**src/hw/rtl/rgb2yuv422_pkg.sv**
```systemverilog
// Types and constants for the RGB to YUV 4:2:2 converter.
// No dependencies; used by the converter core and the top level.
`default_nettype none

package rgb2yuv422_pkg;

   localparam int SumW = 20;

   // BT.601 full-range coefficients, scaled by 1024
   localparam logic [SumW-1:0] K_Y_R = 20'd306;
   localparam logic [SumW-1:0] K_Y_G = 20'd601;
   localparam logic [SumW-1:0] K_Y_B = 20'd117;
   localparam logic [SumW-1:0] K_U_R = 20'd172;
   localparam logic [SumW-1:0] K_U_G = 20'd340;
   localparam logic [SumW-1:0] K_C_P = 20'd512;
   localparam logic [SumW-1:0] K_V_G = 20'd429;
   localparam logic [SumW-1:0] K_V_B = 20'd83;
   // 128 << 10, keeps the chroma sums non-negative
   localparam logic [SumW-1:0] CHROMA_BIAS = 20'd131072;
   localparam int FracW = 10;
   localparam logic [7:0] PIX_MAX = 8'd255;

   // red sits in the low byte, matching the req tdata layout
   typedef struct packed {
      logic [7:0] alpha;
      logic [7:0] blue;
      logic [7:0] green;
      logic [7:0] red;
   } pixel_type;

   typedef struct packed {
      logic [7:0] y;
      logic [7:0] u;
      logic [7:0] v;
   } yuv_type;

endpackage

`default_nettype wire

```
**src/hw/rtl/rgb2yuv422_csc.sv**
```systemverilog
// Color space conversion of one pixel, RGB to clamped Y, U, V.
// Depends on rgb2yuv422_pkg.
`default_nettype none

module rgb2yuv422_csc (
   input  rgb2yuv422_pkg::pixel_type pix,
   output rgb2yuv422_pkg::yuv_type   yuv
);
   import rgb2yuv422_pkg::*;

   logic [SumW-1:0] r_ext;
   logic [SumW-1:0] g_ext;
   logic [SumW-1:0] b_ext;
   logic [SumW-1:0] y_sum;
   logic [SumW-1:0] u_sum;
   logic [SumW-1:0] v_sum;

   function automatic logic [7:0] clamp_sum(input logic [SumW-1:0] s);
      logic [SumW-FracW-1:0] q;
      begin
         q = s[SumW-1:FracW];
         clamp_sum = (q > (SumW-FracW)'(PIX_MAX)) ? PIX_MAX : q[7:0];
      end
   endfunction

   assign r_ext = SumW'(pix.red);
   assign g_ext = SumW'(pix.green);
   assign b_ext = SumW'(pix.blue);

   assign y_sum = K_Y_R * r_ext + K_Y_G * g_ext + K_Y_B * b_ext;
   // biased sums never go negative, so the shift acts as a floor
   assign u_sum = K_C_P * b_ext + CHROMA_BIAS - K_U_R * r_ext - K_U_G * g_ext;
   assign v_sum = K_C_P * r_ext + CHROMA_BIAS - K_V_G * g_ext - K_V_B * b_ext;

   assign yuv.y = clamp_sum(y_sum);
   assign yuv.u = clamp_sum(u_sum);
   assign yuv.v = clamp_sum(v_sum);

endmodule

`default_nettype wire

```
**src/hw/rtl/rgb_to_yuv422_converter_unit.sv**
```systemverilog
// RGB to YUV 4:2:2 converter, top level.
// Depends on rgb2yuv422_pkg and rgb2yuv422_csc.
//
// req channel: one RGB(A) pixel per beat, tlast marks the last pixel of a row.
// rsp channel: one beat per pixel pair (Y0 U Y1 V plus both alphas), or one
//   beat for a lone odd pixel at the end of a row (tuser = 0, second-pixel
//   fields zero). The first pixel of a pair gives no beat.
// csr channel: writes alpha_present (bit 0); always ready. Write it only
//   while the block is idle. With alpha_present low both alphas read zero.
// Path: a pixel lands in the input register, is converted and paired
//   while it sits there, and its result is registered in the result
//   register that drives rsp.
// Throughput: one pixel per cycle while rsp is not stalled, in a single
//   pass from input register to result register.
// Stall: the result register holds while rsp_tready is low; the input
//   register still takes a beat, and first pixels of a pair keep moving into
//   the hold register. req_tready drops once a second or row-end pixel waits.
// Reset: synchronous; drops both valids and the held pixel, and sets
//   alpha_present to 1.
`default_nettype none

module rgb_to_yuv422_converter_unit (
   input  logic        clock,
   input  logic        reset,
   input  logic        req_tvalid,
   output logic        req_tready,
   input  logic [31:0] req_tdata,   // red, green, blue, alpha_in
   input  logic        req_tlast,   // row_end
   output logic        rsp_tvalid,
   input  logic        rsp_tready,
   output logic [47:0] rsp_tdata,   // y_first, u_out, y_second, v_out,
                                    // alpha_first, alpha_second
   output logic        rsp_tuser,   // pair_valid
   input  logic        csr_valid,
   output logic        csr_ready,
   input  logic        csr_wdata
);
   import rgb2yuv422_pkg::*;

   logic      alpha_en_ff;
   logic      s1_valid_ff;
   logic      s1_valid_in;
   pixel_type s1_pix_ff;
   logic      s1_last_ff;

   logic      hold_ff;
   logic      hold_in;
   logic [7:0] held_y_ff;
   logic [7:0] held_u_ff;
   logic [7:0] held_v_ff;
   logic [7:0] held_a_ff;

   logic       rsp_valid_ff;
   logic       rsp_valid_in;
   logic [47:0] rsp_data_ff;
   logic [47:0] rsp_data_in;
   logic       rsp_pair_ff;

   yuv_type    cur;
   logic       needs_slot;
   logic       rsp_free;
   logic       consume;
   logic       req_beat;
   logic [8:0] u_sum;
   logic [8:0] v_sum;
   logic [7:0] a_cur;
   logic [7:0] a_held;

   rgb2yuv422_csc u_csc (
      .pix (s1_pix_ff),
      .yuv (cur)
   );

   assign csr_ready  = 1'b1;
   assign needs_slot = hold_ff | s1_last_ff;
   assign rsp_free   = ~rsp_valid_ff | rsp_tready;
   assign consume    = s1_valid_ff & (~needs_slot | rsp_free);
   assign req_tready = ~s1_valid_ff | consume;
   assign req_beat   = req_tvalid & req_tready;

   assign u_sum  = {1'b0, held_u_ff} + {1'b0, cur.u};
   assign v_sum  = {1'b0, held_v_ff} + {1'b0, cur.v};
   assign a_cur  = alpha_en_ff ? s1_pix_ff.alpha : 8'd0;
   assign a_held = alpha_en_ff ? held_a_ff : 8'd0;

   always_comb begin
      s1_valid_in = req_beat | (s1_valid_ff & ~consume);
      hold_in     = hold_ff;
      if (consume) begin
         hold_in = ~needs_slot;
      end
      if (hold_ff) begin
         rsp_data_in = {a_cur, a_held, v_sum[8:1], cur.y, u_sum[8:1], held_y_ff};
      end else begin
         rsp_data_in = {8'd0, a_cur, 8'd0, 8'd0, cur.u, cur.y};
      end
      if (consume & needs_slot) begin
         rsp_valid_in = 1'b1;
      end else if (rsp_tready) begin
         rsp_valid_in = 1'b0;
      end else begin
         rsp_valid_in = rsp_valid_ff;
      end
   end

   always_ff @(posedge clock) begin
      if (reset) begin
         alpha_en_ff  <= 1'b1;
         s1_valid_ff  <= 1'b0;
         hold_ff      <= 1'b0;
         rsp_valid_ff <= 1'b0;
      end else begin
         if (csr_valid) begin
            alpha_en_ff <= csr_wdata;
         end
         s1_valid_ff  <= s1_valid_in;
         hold_ff      <= hold_in;
         rsp_valid_ff <= rsp_valid_in;
      end
   end

   always_ff @(posedge clock) begin
      if (req_beat) begin
         s1_pix_ff  <= req_tdata;
         s1_last_ff <= req_tlast;
      end
      if (consume & ~needs_slot) begin
         held_y_ff <= cur.y;
         held_u_ff <= cur.u;
         held_v_ff <= cur.v;
         held_a_ff <= s1_pix_ff.alpha;
      end
      if (consume & needs_slot) begin
         rsp_data_ff <= rsp_data_in;
         rsp_pair_ff <= hold_ff;
      end
   end

   assign rsp_tvalid = rsp_valid_ff;
   assign rsp_tdata  = rsp_data_ff;
   assign rsp_tuser  = rsp_pair_ff;

endmodule

`default_nettype wire

```
**config.mk**
```make
export PLATFORM = sky130hd
export DESIGN_NAME = rgb_to_yuv422_converter_unit
export DESIGN_NICKNAME = d
export VERILOG_FILES = /design/src/hw/rtl/rgb2yuv422_pkg.sv /design/src/hw/rtl/rgb2yuv422_csc.sv /design/src/hw/rtl/rgb_to_yuv422_converter_unit.sv
export SDC_FILE = /design/constraint.sdc
export NUM_CORES = 1
export LEC_CHECK = 0
export BUFFER_PORTS_ARGS = -buffer_cell sky130_fd_sc_hd__buf_2
export CORE_ASPECT_RATIO = 1.25
export CORE_MARGIN = 2
export CORE_UTILIZATION = 57
export CTS_CLUSTER_SIZE = 16
export DETAILED_ROUTE_END_ITERATION = 7
export PLACE_DENSITY = 0.79
export SLEW_MARGIN = 20
export SYNTH_ARGS = -nofsm -noshare
export SYNTH_HDL_FRONTEND = slang
export SYNTH_SLANG_ARGS = --single-unit
```
**constraint.sdc**
```tcl
create_clock -name clock -period 7.4 [get_ports clock]
set_input_delay 0.37 -clock clock [delete_from_list [all_inputs] [get_ports clock]]
set_output_delay 0.37 -clock clock [all_outputs]
set_load 0.03 [all_outputs]
```
# After elaboration in Yosys (flattened, before gate mapping)
# Index checks and enable logic that the tools add are counted.
dict set report word_totals {
  register_bits 118
  input_bits 39
  output_inout_bits 52
}
dict set report op_classes {
  n_addsub 10
  n_mul 7
  magnitude_cmp 3
  n_mux 8
  n_bitwise 14
  reduce_logical 1
}
# op n
set op_table {}
lappend op_table {{subtractor 20 bit} 4}
lappend op_table {{multiplier 7 x 8 -> 15 bit, first input constant} 3}
lappend op_table {{adder 20 bit} 2}
lappend op_table {{two-way mux 40 bit} 1}
lappend op_table {{two-way mux 8 bit} 5}
lappend op_table {{adder 17 x 18 -> 19 bit, second input constant} 2}
lappend op_table {{> comparator 10 x 8 -> 1 bit, second input constant} 3}
lappend op_table {{adder 8 x 8 -> 9 bit} 2}
lappend op_table {{multiplier 10 x 8 -> 18 bit, first input constant} 1}
lappend op_table {{multiplier 9 x 8 -> 17 bit, first input constant} 1}
lappend op_table {{multiplier 8 x 8 -> 16 bit, first input constant} 1}
lappend op_table {{multiplier 6 x 8 -> 14 bit, first input constant} 1}
lappend op_table {{bitwise AND 1 bit} 5}
lappend op_table {{bitwise OR 1 bit} 5}
lappend op_table {{inverter 1 bit} 4}
lappend op_table {{two-way mux 1 bit} 2}
lappend op_table {{nonzero test 2 bit} 1}

# Depth between registers and ports, before layout
dict set report logic_depth {
  depth_word 7
  depth_mapped 34
  mapped_depth_nobuf 34
}

# By module
# From an unflattened synthesis, not the netlist that was laid out.
dict set report hier_totals {
  cells_unflattened 1349
  hier_area_um2 14347.5
}
# mod instances cells_each area_each_um2
set by_module_without_submodules {}
lappend by_module_without_submodules {rgb2yuv422_csc 1 1064 9636.7}
lappend by_module_without_submodules {rgb_to_yuv422_converter_unit 1 285 4710.8}

# Least setup slack after synthesis
# Ideal clock, no wire load.
dict set report synth_path {
  kind {flip-flop to flip-flop}
  start {register s1_pix_ff[9] (netlist name)}
  end {register rsp_data_ff[14], in the netlist rsp_tdata[14] (data pin)}
  setup_ns 0.256
  t_arrival_ns 6.808
  t_required_ns 7.144
  path_slack_ns 0.336
  path_stages_with_launch 32
  synth_period_minus_slack_ns 7.064
  path_cell_list {edfxtp_1 > ha_1 > inv_1 > fa_1 > inv_1 > ha_1 > inv_1 > fa_1 > inv_1 > ha_1 > a21oi_1 > o21ai_0 > a21oi_1 > o21ai_0 > xor2_1 > fa_1 > inv_1 > ha_1 > and4_1 > o211ai_1 > a21boi_1 > o21ai_1 > and2_1 > nor2_1 > inv_1 > ha_1 > or3_1 > o21ai_0 > a211oi_1 > a2111oi_1 > mux2i_1 > o211a_1}
}
# element line
set synth_rtl {}
lappend synth_rtl {{start: declaration} rgb_to_yuv422_converter_unit.sv:43} ;# pixel_type s1_pix_ff;
lappend synth_rtl {{start signal: assignment} rgb_to_yuv422_converter_unit.sv:124} ;# s1_pix_ff <= req_tdata;
lappend synth_rtl {{end signal: assignment} rgb_to_yuv422_converter_unit.sv:134} ;# rsp_data_ff <= rsp_data_in;
lappend synth_rtl {{end: declaration} rgb_to_yuv422_converter_unit.sv:55} ;# logic [47:0] rsp_data_ff;

==> flow_summary.yaml <==
timing:
  hold_violations: 0
  worst_slack_ns: 0.236
  maxSlewViolCount: 0
  skew_ns: 0.0161
  period_share: 0.968
  setup_viol: 0
  tightestPinTransition_ns: 0.780
  max_slew_margin: 0.479
  fin_crit_ns: 7.16
  clock.fmax_mhz: 140
floorplanning:
  rows: 65
  die_h_um: 183
  start_util: 0.578
  coreArea_mm2: 0.0252
  dieWidth_um: 147
  io_pins: 91
  die_area_mm2: 0.0269
logic_synthesis:
  synth_cell_types: 80
  synth-simple-area-share: 0.0806
  synth_top_family_by_area: "adder cells"
  syn_nets: 1875
  synth.area.mux_share: 0.0131
  async_flop_share: 0
  synthFlopType: "edfxtp_1"
  synth-edff-count: 114
  synth_compound_area_frac: 0.121
  synth_warnings: 0
  syn_area_mm2: 0.0146
  ys_seq_area_frac: 0.240
  synth_adder_area_share: 0.425
  synth-xor-area-share: 0.0457
  synth_area_per_cell_um2: 10.4
  synth_cells: 1401
  ys_ff_latch: 118
global_route:
  grt_max_degree: 50
  grtUsageMet3: 0.0308
  antenna_found_initial: 0
  use_met1: 0.295
  grt.overflow.total: 0
  grt-busiest-layer: "met2"
  met2_usage: 0.464
  grt_pass1_wl_um: 53200
  grt_pass1_vias: 11000
  grt_usage: 0.252
drt:
  drt_drc_violations_left: 0
  drt-vias-per-instance: 5.59
  drt-initial-drc-count: 429
  routed_wl_um: 33200
  ant_nets: 0
  vias: 10600
  drt-pass1-iter-count: 7
  routedWlPerCell_um: 17.5
critical_path:
  cp-start-kind: "flop"
  worstSetupPathType: "reg -> reg"
  reg2reg_depth: 25
  path_delay_family: "adder cells"
  crit_fanout: 8
  r2r-start: "s1_pix_ff[12]$_DFFE_PP_"
  r2r_slack_ns: 0.24
  cp-end-kind: "flop"
  arrival_ns: 7.33
  critPathMaxStageDelay_ns: 0.54
  r2r-end: "rsp_tdata[28]$_SDFFCE_PN0P_"
  critPathSlowestCell: "fa_1"
  critPathBufInv: 5
  critPathRequiredTime_ns: 7.57
finish:
  final_nets: 2025
  syn_to_final_growth_pct: 14.2
  diodes: 0
  fin_util: 0.660
  drive_above_1_share: 0.155
  final_cell_mix: "ha_1 (325), inv_1 (275), edfxtp_1 (114), fa_1 (98), buf_2 (89)"
  mostFrequentLayoutCell: "ha_1"
clock_tree:
  clock-sinks: 118
  cts_buffer_depth: 2
  clk_pin_slew_ns: 0.06
  cts_tree: "built"
  insertion_delay_ns: 0.43
  root_buffer: "clkbuf_16"
  htree_levels: 4
  cts_buffers: 17
placed_design:
  post-dp-hpwl_um: 26500
  gp_congestion: 0.947
  place_ws_ns: -0.0670
  io_buffer_count: 89
hold_path:
  hold_depth: 1
  worstHoldStart: "req_tdata[8]"
  whs_endpoint: "s1_pix_ff[8]$_DFFE_PP_"
  min_path_type: "in -> reg"
run:
  max_cap_viol_count: 0
run_status:
  outcome: "completed"
cells in the mapped netlist, types with 4 or more instances:
| master | count | area share |
|---|---|---|
| ha_1 | 335 | 0.29 |
| inv_1 | 276 | 0.071 |
| edfxtp_1 | 114 | 0.23 |
| fa_1 | 100 | 0.14 |
| a21oi_1 | 60 | 0.021 |
| xnor2_1 | 56 | 0.034 |
| nor2_1 | 43 | 0.011 |
| o21ai_0 | 31 | 0.011 |
| a21o_1 | 28 | 0.014 |
| o21bai_1 | 25 | 0.013 |
| nand2_1 | 23 | 0.0059 |
| nor2b_1 | 21 | 0.0090 |
| nand2b_1 | 20 | 0.0086 |
| nor3_1 | 20 | 0.0069 |
| xor2_1 | 20 | 0.012 |
| nand3_1 | 19 | 0.0065 |
| and3_1 | 17 | 0.0073 |
| and2_1 | 16 | 0.0069 |
| o21a_1 | 16 | 0.0082 |
| a31oi_1 | 11 | 0.0047 |
| mux2i_1 | 10 | 0.0069 |
| o211ai_1 | 10 | 0.0052 |
| o21ai_1 | 9 | 0.0031 |
| mux2_2 | 8 | 0.0062 |
| clkbuf_1 | 7 | 0.0018 |
| or3_1 | 6 | 0.0026 |
| a21boi_0 | 5 | 0.0026 |
| or2_2 | 5 | 0.0021 |
| a211oi_1 | 4 | 0.0021 |
| a21boi_1 | 4 | 0.0021 |
| dfxtp_1 | 4 | 0.0055 |
| nand3b_1 | 4 | 0.0021 |
metrics by stage:
stage / area, um2 / hold WS (ns) / instances / TNS, ns
floorplan: 14600 / 0.406 / 1401 / 0
global placement: 15700 / 0.455 / 1851 / 0
detailed placement: 15700 / 0.470 / 1851 / -0.104
CTS: 16300 / 0.0954 / 1883 / 0
global route: 16600 / 0.104 / 1899 / -0.314
finish: 16600 / 0.110 / 1899 / 0
logic make-up (layout without fill, tap and decap cells):
family | after synthesis | count (layout)
AOI/OAI and AO/OA | 253 | 253
muxes | 18 | 18
DFF | 118 | 118
adders and majority gates | 435 | 435
buffers and inverters | 285 | 448
xor gates and xnor gates | 76 | 76
other | 1 | 1
and+or+nand+nor | 215 | 215
worst register-to-register path: cells and delay by family (launching register included):
family          cells  cell delay (ns)
simple gates        4             0.71
fa+ha+maj           8             3.48
xor+xnor            1             0.16
compound gates      7             1.65
buf+inv             5             0.47
flops               1             0.44
final cells by class:
cell class                 count  area, um2
inverter                     276       1040
sequential                   118       3500
timing repair buffer         140        828
tap                          335        419
fill                        1923       8570
clock inverter                13        156
clock buffer                  19        433
multi-input combinational    998      10300
flip-flops by register name (all words and copies together) (netlist names):
name         flops
alpha_en_ff      1
held_a_ff        8
held_u_ff        8
held_v_ff        8
held_y_ff        8
hold_ff          1
rsp_tdata       48
rsp_tuser        1
rsp_tvalid       1
s1_last_ff       1
s1_pix_ff       32
s1_valid_ff      1
what timing repair did:
item                                    in CTS  in global routing
resized for setup                            5                 51
hold buffers                                 0                  0
pin swaps                                    0                 11
buffers inserted                             0                 16
endpoints found under the setup margin       4                 12
metal layers:
layer  vias to the layer above  routed length [um]
li1                       5168                   -
met3                        65                1110
met5                         -                   0
met1                      5122               13900
met4                         0                1370
met2                       251               16900
worst max-delay path by stage:
stage,from,endpoint,slack (ns),cells past startpoint
final,s1_pix_ff[12]$_DFFE_PP_,rsp_tdata[28]$_SDFFCE_PN0P_,0.24,25
after CTS,s1_pix_ff[11]$_DFFE_PP_,rsp_tdata[15]$_DFFE_PP_,0.009,35
after global routing,s1_pix_ff[12]$_DFFE_PP_,rsp_tdata[28]$_SDFFCE_PN0P_,-0.11,25
after floorplan,s1_pix_ff[9]$_DFFE_PP_,rsp_tdata[14]$_DFFE_PP_,0.34,31
after global placement,s1_pix_ff[12]$_DFFE_PP_,rsp_tdata[28]$_SDFFCE_PN0P_,0.1,28
after detailed placement,s1_pix_ff[11]$_DFFE_PP_,rsp_tdata[15]$_DFFE_PP_,-0.07,35
Power is left out: the tool's default activity adds up to more than one toggle a clock period on the data nets, which glitch-free logic cannot reach.
